`src/rtl/wsc_pkg.sv`:
```
// Shared types and constants for the wiper sweep controller.
`default_nettype none
package wsc_pkg;

	// Full-scale reading of the selector pots.
	localparam int unsigned POT_FULL = 4095;

	// Depth of the queue between the classifier and the sweep engine.
	localparam int unsigned QUEUE_DEPTH = 2;

	// Configuration register indexes.
	localparam int unsigned CFG_IDX_W = 3;
	localparam logic [CFG_IDX_W-1:0] CFG_TICK_MS      = 3'd0;
	localparam logic [CFG_IDX_W-1:0] CFG_DUTY_FLOOR   = 3'd1;
	localparam logic [CFG_IDX_W-1:0] CFG_DUTY_PEAK    = 3'd2;
	localparam logic [CFG_IDX_W-1:0] CFG_STEP_LOW     = 3'd3;
	localparam logic [CFG_IDX_W-1:0] CFG_STEP_HIGH    = 3'd4;
	localparam logic [CFG_IDX_W-1:0] CFG_DELAY_SHORT  = 3'd5;
	localparam logic [CFG_IDX_W-1:0] CFG_DELAY_MEDIUM = 3'd6;
	localparam logic [CFG_IDX_W-1:0] CFG_DELAY_LONG   = 3'd7;
	localparam int unsigned CFG_DATA_W = 20;

	typedef enum logic [1:0] {
		MODE_OFF = 2'd0,
		MODE_INT = 2'd1,
		MODE_LO  = 2'd2,
		MODE_HI  = 2'd3
	} mode_t;

	typedef enum logic [1:0] {
		PH_REST = 2'd0,
		PH_RISE = 2'd1,
		PH_FALL = 2'd2
	} phase_t;

	// Interval choices.
	localparam logic [1:0] SEL_LONG   = 2'd0;
	localparam logic [1:0] SEL_MEDIUM = 2'd1;

	typedef struct packed {
		logic [4:0]  tick_ms;
		logic [19:0] duty_floor;
		logic [19:0] duty_peak;
		logic [15:0] step_low;
		logic [15:0] step_high;
		logic [13:0] delay_short;
		logic [13:0] delay_medium;
		logic [13:0] delay_long;
	} cfg_t;

	typedef struct packed {
		logic        ignition_on;
		logic [11:0] mode_pot;
		logic [11:0] interval_pot;
	} in_item_t;

	typedef struct packed {
		logic signed [21:0] duty_out;
		logic               duty_update;
		logic [1:0]         wiper_mode;
		logic [1:0]         interval_choice;
		logic [1:0]         sweep_phase;
	} out_item_t;

	// Classified tick handed from the front end to the sweep engine.
	typedef struct packed {
		logic       upd;
		mode_t      mode;
		logic [1:0] choice;
	} tick_cls_t;

endpackage
`default_nettype wire

```
`src/rtl/wiper_sweep_controller.sv`:
```
// Wiper sweep controller top level: configuration registers, front end, queue, sweep engine.
//
// Each input transfer on in_valid/in_ready is one system tick carrying the
// ignition flag and the mode and interval pot readings. Each tick yields
// exactly one result transfer on out_valid/out_ready with the servo duty as
// it stood before the tick, the sweep period flag, and the mode, interval
// choice and sweep phase after the tick.
// Each tick is written into the queue and its result into the result
// register. One tick is taken every cycle while the queue is not full;
// the front end decodes mode and period timing, and the sweep engine works
// out the duty for each tick it pops.
// A two-entry queue separates the two halves. When the receiver stalls, the
// result register holds and the queue fills; in_ready drops once it is full
// and rises again in the cycle after a result is taken.
// Configuration writes on cfg_valid/cfg_ready (always ready) update one register
// per transfer; the user must make them while no tick is in flight (not enforced).
// Reset restores the default configuration, mode OFF, phase falling, duty 0,
// and empties the queue and the result register.
`default_nettype none
module wiper_sweep_controller import wsc_pkg::*; #(
	parameter int unsigned SWEEP_PERIOD_MS  = 20,
	parameter int unsigned INTERVAL_CHOICES = 3
) (
	input  wire logic                  clk,
	input  wire logic                  arst_n,
	input  wire logic                  in_valid,
	output logic                       in_ready,
	input  wire in_item_t              in_data,
	output logic                       out_valid,
	input  wire logic                  out_ready,
	output out_item_t                  out_data,
	input  wire logic                  cfg_valid,
	output logic                       cfg_ready,
	input  wire logic [CFG_IDX_W-1:0]  cfg_index,
	input  wire logic [CFG_DATA_W-1:0] cfg_data
);

	cfg_t      cfg_q;
	logic      q_not_full, q_not_empty, push, pop;
	tick_cls_t push_data, pop_data;

	assign cfg_ready = 1'b1;

	always_ff @(posedge clk or negedge arst_n) begin
		if (!arst_n) begin
			cfg_q.tick_ms      <= 5'd1;
			cfg_q.duty_floor   <= 20'd25000;
			cfg_q.duty_peak    <= 20'd58000;
			cfg_q.step_low     <= 16'd1773;
			cfg_q.step_high    <= 16'd2364;
			cfg_q.delay_short  <= 14'd3000;
			cfg_q.delay_medium <= 14'd6000;
			cfg_q.delay_long   <= 14'd8000;
		end else if (cfg_valid) begin
			unique case (cfg_index)
				CFG_TICK_MS:      cfg_q.tick_ms      <= cfg_data[4:0];
				CFG_DUTY_FLOOR:   cfg_q.duty_floor   <= cfg_data[19:0];
				CFG_DUTY_PEAK:    cfg_q.duty_peak    <= cfg_data[19:0];
				CFG_STEP_LOW:     cfg_q.step_low     <= cfg_data[15:0];
				CFG_STEP_HIGH:    cfg_q.step_high    <= cfg_data[15:0];
				CFG_DELAY_SHORT:  cfg_q.delay_short  <= cfg_data[13:0];
				CFG_DELAY_MEDIUM: cfg_q.delay_medium <= cfg_data[13:0];
				CFG_DELAY_LONG:   cfg_q.delay_long   <= cfg_data[13:0];
				default: ;
			endcase
		end
	end

	wsc_front #(
		.SWEEP_PERIOD_MS (SWEEP_PERIOD_MS),
		.INTERVAL_CHOICES(INTERVAL_CHOICES)
	) u_front (
		.clk     (clk),
		.arst_n  (arst_n),
		.tick_ms (cfg_q.tick_ms),
		.in_valid(in_valid),
		.in_data (in_data),
		.in_ready(in_ready),
		.q_ready (q_not_full),
		.push    (push),
		.entry   (push_data)
	);

	wsc_queue #(
		.DEPTH(QUEUE_DEPTH)
	) u_queue (
		.clk      (clk),
		.arst_n   (arst_n),
		.push     (push),
		.push_data(push_data),
		.not_full (q_not_full),
		.pop      (pop),
		.not_empty(q_not_empty),
		.pop_data (pop_data)
	);

	wsc_back #(
		.SWEEP_PERIOD_MS(SWEEP_PERIOD_MS)
	) u_back (
		.clk      (clk),
		.arst_n   (arst_n),
		.cfg      (cfg_q),
		.q_valid  (q_not_empty),
		.q_data   (pop_data),
		.pop      (pop),
		.out_valid(out_valid),
		.out_ready(out_ready),
		.out_data (out_data)
	);

endmodule
`default_nettype wire

```
`src/rtl/wsc_front.sv`:
```
// Front end: mode selection, sweep period timing and interval pot decoding.
`default_nettype none
module wsc_front import wsc_pkg::*; #(
	parameter int unsigned SWEEP_PERIOD_MS  = 20,
	parameter int unsigned INTERVAL_CHOICES = 3
) (
	input  wire logic      clk,
	input  wire logic      arst_n,
	input  wire logic [4:0] tick_ms,
	input  wire logic      in_valid,
	input  wire in_item_t  in_data,
	output logic           in_ready,
	input  wire logic      q_ready,
	output logic           push,
	output tick_cls_t      entry
);

	localparam int unsigned PACC_W = $clog2(SWEEP_PERIOD_MS + 1);
	localparam int unsigned PSUM_W = $clog2(SWEEP_PERIOD_MS + 32);
	localparam logic [18:0] HI_LIM    = 19'(80 * POT_FULL);
	localparam logic [18:0] LO_MIN    = 19'(55 * POT_FULL);
	localparam logic [18:0] LO_MAX    = 19'(70 * POT_FULL);
	localparam logic [18:0] INT_MIN   = 19'(30 * POT_FULL);
	localparam logic [18:0] INT_MAX   = 19'(45 * POT_FULL);
	localparam logic [18:0] OFF_LIM   = 19'(20 * POT_FULL);

	mode_t             mode_q, mode_nx;
	logic [PACC_W-1:0] period_q, period_nx;
	logic [PSUM_W-1:0] psum;
	logic [18:0]       pct;
	logic [13:0]       q_scaled;
	logic              upd;
	logic [1:0]        choice;

	assign in_ready = q_ready;
	assign push     = in_valid && q_ready;

	always_comb begin
		pct = 19'(in_data.mode_pot) * 19'd100;
		mode_nx = mode_q;
		if (!in_data.ignition_on) begin
			mode_nx = MODE_OFF;
		end else if (pct > HI_LIM) begin
			mode_nx = MODE_HI;
		end else if (pct > LO_MIN && pct < LO_MAX) begin
			mode_nx = MODE_LO;
		end else if (pct > INT_MIN && pct < INT_MAX) begin
			mode_nx = MODE_INT;
		end else if (pct < OFF_LIM) begin
			mode_nx = MODE_OFF;
		end

		psum = PSUM_W'(period_q) + PSUM_W'(tick_ms);
		upd = psum >= PSUM_W'(SWEEP_PERIOD_MS);
		period_nx = upd ? '0 : PACC_W'(psum);

		// The lowest zone that the reading falls below wins.
		q_scaled = 14'(in_data.interval_pot) * 14'(INTERVAL_CHOICES);
		choice = 2'(INTERVAL_CHOICES - 1);
		for (int i = INTERVAL_CHOICES - 2; i >= 0; i--) begin
			if (q_scaled < 14'((i + 1) * POT_FULL)) begin
				choice = 2'(i);
			end
		end
	end

	assign entry = '{upd: upd, mode: mode_nx, choice: choice};

	always_ff @(posedge clk or negedge arst_n) begin
		if (!arst_n) begin
			mode_q   <= MODE_OFF;
			period_q <= '0;
		end else if (push) begin
			mode_q   <= mode_nx;
			period_q <= period_nx;
		end
	end

endmodule
`default_nettype wire

```
`src/rtl/wsc_queue.sv`:
```
// Small register queue between the front end and the sweep engine.
`default_nettype none
module wsc_queue import wsc_pkg::*; #(
	parameter int unsigned DEPTH = QUEUE_DEPTH
) (
	input  wire logic      clk,
	input  wire logic      arst_n,
	input  wire logic      push,
	input  wire tick_cls_t push_data,
	output logic           not_full,
	input  wire logic      pop,
	output logic           not_empty,
	output tick_cls_t      pop_data
);

	localparam int unsigned PTR_W = (DEPTH > 1) ? $clog2(DEPTH) : 1;
	localparam int unsigned CNT_W = $clog2(DEPTH + 1);

	tick_cls_t         mem_q [DEPTH];
	logic [PTR_W-1:0]  wr_ptr_q, rd_ptr_q;
	logic [CNT_W-1:0]  count_q;

	assign not_full  = count_q != CNT_W'(DEPTH);
	assign not_empty = count_q != '0;
	assign pop_data  = mem_q[rd_ptr_q];

	always_ff @(posedge clk) begin
		if (push) begin
			mem_q[wr_ptr_q] <= push_data;
		end
	end

	always_ff @(posedge clk or negedge arst_n) begin
		if (!arst_n) begin
			wr_ptr_q <= '0;
			rd_ptr_q <= '0;
			count_q  <= '0;
		end else begin
			if (push) begin
				wr_ptr_q <= (wr_ptr_q == PTR_W'(DEPTH - 1)) ? '0 : wr_ptr_q + 1'b1;
			end
			if (pop) begin
				rd_ptr_q <= (rd_ptr_q == PTR_W'(DEPTH - 1)) ? '0 : rd_ptr_q + 1'b1;
			end
			if (push && !pop) begin
				count_q <= count_q + 1'b1;
			end else if (pop && !push) begin
				count_q <= count_q - 1'b1;
			end
		end
	end

endmodule
`default_nettype wire

```
`src/rtl/wsc_back.sv`:
```
// Sweep engine: servo duty, sweep phase, interval timer and result register.
`default_nettype none
module wsc_back import wsc_pkg::*; #(
	parameter int unsigned SWEEP_PERIOD_MS = 20
) (
	input  wire logic      clk,
	input  wire logic      arst_n,
	input  wire cfg_t      cfg,
	input  wire logic      q_valid,
	input  wire tick_cls_t q_data,
	output logic           pop,
	output logic           out_valid,
	input  wire logic      out_ready,
	output out_item_t      out_data
);

	phase_t             phase_q, phase_nx;
	logic signed [21:0] duty_q, duty_nx;
	logic [13:0]        iacc_q, iacc_nx;
	logic [1:0]         dsel_q, dsel_nx;
	logic               out_valid_q;
	out_item_t          out_data_q;

	logic [15:0]        step_sel;
	logic signed [22:0] duty_w, up_w, dn_w, floor_s, peak_s;
	logic signed [21:0] duty_up, duty_dn;
	logic [14:0]        isum;
	logic [13:0]        delay_sel;
	logic               do_retract;

	// Clamp a 23-bit result into the 22-bit signed duty range.
	function automatic logic signed [21:0] sat22(input logic signed [22:0] v);
		logic signed [21:0] r;
		if (v[22] != v[21]) begin
			r = v[22] ? {1'b1, 21'd0} : {1'b0, {21{1'b1}}};
		end else begin
			r = v[21:0];
		end
		return r;
	endfunction

	assign pop       = q_valid && (!out_valid_q || out_ready);
	assign out_valid = out_valid_q;
	assign out_data  = out_data_q;

	always_comb begin
		step_sel = (q_data.mode == MODE_HI) ? cfg.step_high : cfg.step_low;
		duty_w   = {duty_q[21], duty_q};
		floor_s  = signed'({3'b000, cfg.duty_floor});
		peak_s   = signed'({3'b000, cfg.duty_peak});
		up_w     = duty_w + signed'({7'd0, step_sel});
		dn_w     = duty_w - signed'({7'd0, step_sel});
		duty_up  = sat22(up_w);
		duty_dn  = sat22(dn_w);

		case (q_data.choice)
			SEL_LONG:   delay_sel = cfg.delay_long;
			SEL_MEDIUM: delay_sel = cfg.delay_medium;
			default:    delay_sel = cfg.delay_short;
		endcase
		isum = 15'(iacc_q) + 15'(SWEEP_PERIOD_MS);

		// OFF always retracts; INT retracts while resting out its delay.
		do_retract = (q_data.mode == MODE_OFF) ||
			(q_data.mode == MODE_INT && iacc_q != '0 && phase_q == PH_REST);

		phase_nx = phase_q;
		duty_nx  = duty_q;
		iacc_nx  = iacc_q;
		dsel_nx  = dsel_q;
		if (q_data.upd) begin
			if (do_retract) begin
				if (duty_w > floor_s) begin
					duty_nx = duty_dn;
				end else begin
					phase_nx = PH_REST;
				end
			end else begin
				unique case (phase_q)
					PH_REST: begin
						phase_nx = PH_RISE;
					end
					PH_RISE: begin
						duty_nx = duty_up;
						if (signed'({duty_up[21], duty_up}) >= peak_s) begin
							phase_nx = PH_FALL;
						end
					end
					default: begin
						duty_nx = duty_dn;
						if (signed'({duty_dn[21], duty_dn}) <= floor_s) begin
							phase_nx = PH_REST;
						end
					end
				endcase
			end
			if (q_data.mode == MODE_INT) begin
				dsel_nx = q_data.choice;
				iacc_nx = (isum > 15'(delay_sel)) ? '0 : iacc_nx + 14'(SWEEP_PERIOD_MS);
			end
		end
	end

	always_ff @(posedge clk or negedge arst_n) begin
		if (!arst_n) begin
			phase_q     <= PH_FALL;
			duty_q      <= '0;
			iacc_q      <= '0;
			dsel_q      <= SEL_LONG;
			out_valid_q <= 1'b0;
		end else begin
			if (pop) begin
				phase_q     <= phase_nx;
				duty_q      <= duty_nx;
				iacc_q      <= iacc_nx;
				dsel_q      <= dsel_nx;
				out_valid_q <= 1'b1;
			end else if (out_ready) begin
				out_valid_q <= 1'b0;
			end
		end
	end

	always_ff @(posedge clk) begin
		if (pop) begin
			out_data_q.duty_out        <= duty_q;
			out_data_q.duty_update     <= q_data.upd;
			out_data_q.wiper_mode      <= q_data.mode;
			out_data_q.interval_choice <= dsel_nx;
			out_data_q.sweep_phase     <= phase_nx;
		end
	end

endmodule
`default_nettype wire

```
`config.mk`:
```
export PLATFORM = sky130hd
export DESIGN_NAME = wiper_sweep_controller
export DESIGN_NICKNAME = d
export VERILOG_FILES = /design/src/rtl/wsc_pkg.sv /design/src/rtl/wiper_sweep_controller.sv /design/src/rtl/wsc_front.sv /design/src/rtl/wsc_queue.sv /design/src/rtl/wsc_back.sv
export SDC_FILE = /design/constraint.sdc
export NUM_CORES = 1
export LEC_CHECK = 0
export BUFFER_PORTS_ARGS = -buffer_cell sky130_fd_sc_hd__buf_2
export CORE_UTILIZATION = 55
export CTS_BUF_LIST = sky130_fd_sc_hd__clkbuf_16
export CTS_CLUSTER_DIAMETER = 30
export DETAILED_ROUTE_END_ITERATION = 8
export PLACE_DENSITY = 0.73
export SLEW_MARGIN = 20
export SYNTH_ARGS = -nofsm -noshare
export SYNTH_HDL_FRONTEND = slang
export SYNTH_SLANG_ARGS = --single-unit
```
`constraint.sdc`:
```
create_clock -name clk -period 15.4 [get_ports clk]
set_input_delay 3.08 -clock clk [delete_from_list [all_inputs] [get_ports clk]]
set_output_delay 3.08 -clock clk [all_outputs]
set_load 0.1 [all_outputs]
```
# Word level (Yosys, flattened, before mapping)
# Memories as Yosys holds them, arrays and structs flattened.
# Cells that the tools add are included.
# totals
ff_bits	200
mem_bits_rw	10
inputBits	53
word_cells	129
mem_count	1
# mem_list
name	words	word_bits	rd	rd_clocked_by_memory_dff	wr	line_no	source
u_queue.mem_q	2	5	1	0	1	wsc_queue.sv:19	tick_cls_t mem_q [DEPTH];
# op_classes
addsub	9
mul	2
order_cmp	13
eq_ne	16
muxes	34
n_reduce_logical	31
# ops
op	n
$mux W22	6
$pmux W22 S2	1
$mux W2	16
$pmux W14 S2	1
$add A22 B17 Y23	1
$sub A22 B17 Y23	1
$ge A22 B21 Y1	1
$gt A22 B21 Y1	1
$le A22 B21 Y1	1
$gt A19 B17 Y1 const B	1
$gt A19 B18 Y1 const B	1
$gt A19 B19 Y1 const B	1
$lt A19 B17 Y1 const B	1
$lt A19 B18 Y1 const B	1
$lt A19 B19 Y1 const B	1
$mul A12 B5 Y17 const B	1
$mux W16	1
$reduce_and A2 Y1	8
$add A14 B5 Y15 const B	1
$gt A15 B14 Y1	1
$add A14 B5 Y14 const B	1
$lt A14 B12 Y1 const B	1
$lt A14 B13 Y1 const B	1
$mul A12 B2 Y14 const B	1
26 further kinds	54

# Longest topological paths before layout
# An unclocked memory read counts as a cell.
# depth
ltp_word	11
mapped_depth	31
mapped_depth_nobuf	27

# By module
# From an unflattened synthesis, not the netlist that was laid out.
# hier_totals
cells_unflattened	1497
area_unflattened_um2	15063.2
# modules_own_cells
mod	instances	cells_per_inst	area_per_inst_um2	seq_area_each_um2
wsc_back	1	892	7434.6	1848.0
wiper_sweep_controller	1	258	4541.9	3036.7
wsc_front	1	315	2536.2	175.2
wsc_queue	1	32	550.5	400.4

# Worst setup path after synthesis
# OpenSTA, ideal clock, no wires.
# synth_path
path_kind	register to register
from	register u_queue.rd_ptr_q
to	register u_back.out_data_q (netlist bit u_back.out_data[0]), data pin
setup_time_ns	0.256
t_arrival_ns	6.820
required_ns	15.144
setup_slack_ns	8.324
stages_incl_launch_ff	31
path_buffers	6
cell_sequence	dfrtp_1 > clkbuf_1 > mux2i_1 > nor2_1 > clkbuf_1 > mux2_2 > ha_1 > clkbuf_1 > or3_1 > nor4b_1 > a211oi_1 > or3b_2 > clkbuf_1 > nand3_1 > a21o_1 > ha_1 > clkbuf_1 > o21ai_0 > a31oi_2 > buf_2 > nor2_1 > ha_1 > a21o_1 > a21oi_1 > nor2b_1 > a2111oi_0 > o31ai_1 > o21ai_0 > o21ai_1 > a31o_2 > a22o_1
# synth_via
elab_chain_len	11
# synth_rtl
element	line_no	source
from (decl)	wsc_queue.sv:20	logic [PTR_W-1:0] wr_ptr_q, rd_ptr_q;
from (signal assigned)	wsc_queue.sv:43	rd_ptr_q <= (rd_ptr_q == PTR_W'(DEPTH - 1)) ? '0 : rd_ptr_q + 1'b1;
$mem_v2 Z2 W5 *	n/a	
$eq A2 B2 Y1	wsc_back.sv:47	step_sel = (q_data.mode == MODE_HI) ? cfg.step_high : cfg.step_low;
$mux W16	wsc_back.sv:47	
$sub A22 B17 Y23 or $add A22 B17 Y23 (tied branches)	wsc_back.sv:52, wsc_back.sv:51	
$mux W22 or $ne A1 B1 Y1 (tied branches)	wsc_back.sv:35, wsc_back.sv:34	
$mux W22	wsc_back.sv:34	if (v[22] != v[21]) begin
$le A22 B21 Y1 or $ge A22 B21 Y1 (tied branches)	wsc_back.sv:91, wsc_back.sv:85	
$mux W2, on equally long branches	wsc_back.sv:91, wsc_back.sv:85	
$pmux W2 S2	wsc_back.sv:79	unique case (phase_q)
$mux W2	wsc_back.sv:72	if (do_retract) begin
$mux W2 *	wsc_back.sv:71	if (q_data.upd) begin
net u_back.phase_nx[0]	wsc_back.sv:17	phase_t phase_q, phase_nx;
to (decl)	wsc_back.sv:22	out_item_t out_data_q;
# Mark *: on every way through the listed nets, which the timed path passes. The rest lies on a longest branch.
# A chain may end at the register's enable or synchronous reset.

# Final worst setup path
# Ends and elaborated chain as after synthesis.

==> flow_summary_export.csv <==
group,metric,value,unit
status,status,"finished, final reports clean",
sta,tns,0,ns
setup_path,crit_path_start,"u_queue.rd_ptr_q",
drt,drc,0,
yosys,ys_top_cells_by_area,"dfrtp_1 20%, ha_1 15%, dfstp_2 8.3%",
sta,relSlewSlack,20.6,%
setup_path,worstPathMaxFanout,18,
yosys,synth_ff_type,"dfrtp_1",
final_layout,drive_gt1_share,20.6,%
sta,finalSetupViolations,0,
placement,dp_hpwl,28.2,mm
yosys,synth.distinct_cells,81,
die,rows,60,
drt,drt-initial-drc-count,796,
grt,grt_overflow,0,
grt,grt_max_degree,97,
cts,post-cts-setup-buffers,0,
setup_path,worstPathRequired,15.69,ns
die,core_area,0.0270,mm2
sta,period_needed,7.84,ns
yosys,synth_nets,1824,
hold_path,hold_class,"reg -> reg",
cts,tritoncts,"yes",
die,io_pins,85,
die,die-width,168,um
cts,cts_buffer_depth,3,
grt,grt_pass1_vias,12200,
yosys,synthArstFlopShare,81.3,%
final_layout,diodes,0,
placement,place_area,0.0159,mm2
yosys,yosysTopAreaCell,"dfrtp_1",
yosys,ys_ff_latch,208,
sta,max_freq,0.128,GHz
cts,clockRootBuffer,"clkbuf_16",
setup_path,r2r-start,"u_queue.rd_ptr_q",
cts,cts.sinks,208,
power_and_ir_drop,power.total,0.00446,W
cts,path_clk_slew,0.05,ns
drt,wl,38.3,mm
sta,period_share,50.9,%
final_layout,finalNetCount,1913,
sta,drv_slew,0,
yosys,yosysTopAreaCellShare,19.9,%
cts,htree_levels,2,
placement,place_inst,1955,
setup_path,arrival,8.12,ns
drt,wl_per_cell,18.7,um
hold_path,min_from,"u_front.period_q[0]",
grt,grt_pass1_wl,62.6,mm
cts,ctsHoldBuffers,0,
placement,io_buffers,83,
setup_path,worstSetupPathType,"reg -> reg",
drt,antenna_left,0,
yosys,syn-cell-area,0.0152,mm2
yosys,netlist_top_cells_count,"185 x ha_1, 139 x inv_1, 133 x nand2_1, 121 x dfrtp_1, 109 x o21ai_0",
yosys,syn_area_per_cell,9.64,um2
setup_path,start_kind,"flip-flop",
final_layout,design_area,0.0175,mm2
final_layout,syn_to_final_growth,15.4,%
drt,firstDrtPassIters,5,
drt,num_vias,12200,
cts,numCtsBuffers,47,
cts,cts_resized,0,
power_and_ir_drop,power.density,254,mW/mm2
sta,rsz0062_at_grt,"false",
yosys,yosysWarnings,0,
sta,clock_skew,0.0214,ns
power_and_ir_drop,ir_worst_vdd,0.000133,V
die,die_area,0.0283,mm2
power_and_ir_drop,power.leakage,8.16,nW
yosys,synth.most_common_cell,"ha_1",
grt,antenna_found_initial,0,
sta,hold_violations,0,
grt,gr-usage-all-layers,27.8,%
final_layout,fin_cells,2044,
die,fp.dieH,168,um
yosys,ys_seq_area_share,35.9,%
die,start_util,56.2,%
flow_run,maxCapViolCount,0,
placement,place.gp.congestion,0.953,
setup_path,endpoint_kind,"flip-flop",
drt,vias_per_cell,5.98,
sta,tightest_slew,1.18,ns
yosys,synthCells,1575,
yosys,synth_edf_count,39,
setup_path,reg2reg_slack,7.56,ns
cts,clock_latency,0.55,ns
[cell type report]
| class | count | area [um2] |
|---|---|---|
| Fill cell | 2186 | 9490 |
| Inverter | 140 | 526 |
| Sequential cell | 208 | 5460 |
| Tap cell | 341 | 427 |
| Timing Repair Buffer | 96 | 527 |
| Clock inverter | 39 | 363 |
| Multi-Input combinational cell | 1171 | 9010 |
| Clock buffer | 49 | 1230 |
[worst max-delay path: stages (launching register included)]
cell and delay, ns:
dfrtp_1 0.53, mux2i_1 0.38, nor2_1 0.07, buf_4 0.23, mux2_2 0.35, ha_1 0.29, nor2_1 0.07, o311ai_0 0.54
a211oi_1 0.22, o31ai_1 0.37, a221oi_1 0.20, a21oi_1 0.29, nor3b_1 0.26, xor2_1 0.12, ha_1 0.54, o21ai_0 0.21
a31oi_2 0.81, nor2_1 0.12, ha_1 0.33, a21o_1 0.18, a21oi_1 0.13, nor2b_1 0.05, a2111oi_0 0.36, o31ai_1 0.12
o21ai_0 0.16, o21ai_1 0.14, a31o_2 0.31, a22o_1 0.18
[through the flow]
step	util (%)	worst slack, ns	hold WS (ns)
detailed placement	58.9	7.70	0.480
global route	64.9	6.95	0.511
floorplan	-	8.32	0.423
finish	64.9	7.56	0.489
CTS	64.8	7.64	0.491
global placement	58.9	8.00	0.464
[layout by cell type, fill, tap and decap left out, drive strengths merged, types with 22 or more instances in the layout]
cell type and instances:
a21o 54, a21oi 97, buf 96, clkbuf 49
clkinv 22, dfrtp 121, dfstp 48, edfxtp 39
ha 185, inv 148, mux2 100, nand2 133
nor2 82, o21ai 114, xnor2 38, xor2 23
[report_power, final]
part           leakage [nW]  internal [W]  total (W)  switching, W
Sequential             2.34      0.000774   0.000917      0.000143
Clock                 0.791      0.000647   0.000973      0.000326
Combinational          5.03      0.000964    0.00257       0.00160
Total                  8.16       0.00239    0.00446       0.00207
[flip-flops by register name (all words and copies together), names as in the netlist]
| signal | flops |
|---|---|
| u_back.duty_q | 22 |
| u_queue.count_q | 2 |
| u_front.period_q | 5 |
| u_front.mode_q | 2 |
| u_queue.wr_ptr_q | 1 |
| u_back.dsel_q | 2 |
| u_queue.rd_ptr_q | 1 |
| u_back.phase_q | 2 |
| u_back.out_valid | 1 |
| u_back.out_data | 29 |
| cfg_q | 119 |
| u_back.iacc_q | 12 |
| u_queue.mem_q | 10 |
[routing by layer]
metal | up-vias | routed length (um) | track usage, %
met2 | 371 | 18000 | 46.8
met1 | 5884 | 17000 | 36.1
met4 | 0 | 1240 | 10.0
li1 | 5888 | - | -
met5 | - | 0 | 0
met3 | 83 | 2090 | 4.89
[final timing paths]
check | end | cells past startpoint
setup / recovery | u_back.out_data[0] | 27
hold / removal | u_front.period_q[0] | 2
setup reg to reg | u_back.out_data[0] | 27
hold reg to reg | u_front.period_q[0] | 2
max in group asynchronous | cfg_q[16] | 2
min in group asynchronous | cfg_q[38] | 1
[kinds of logic (layout without fill, tap and decap cells)]
kind of cell               count (synthesis)  after routing  synth area share, %
AOI/OAI and AO/OA                        421            421                 18.2
and+or+nand+nor                          374            374                 12.1
DFF                                      208            208                 35.9
adders and majority gates                196            196                 16.7
buffers and inverters                    196            324                 4.91
muxes                                    118            118                 8.60
xor gates and xnor gates                  61             61                 3.52
other                                      1              1               0.0247
No activity file was read; power rests on OpenSTA's default activity.
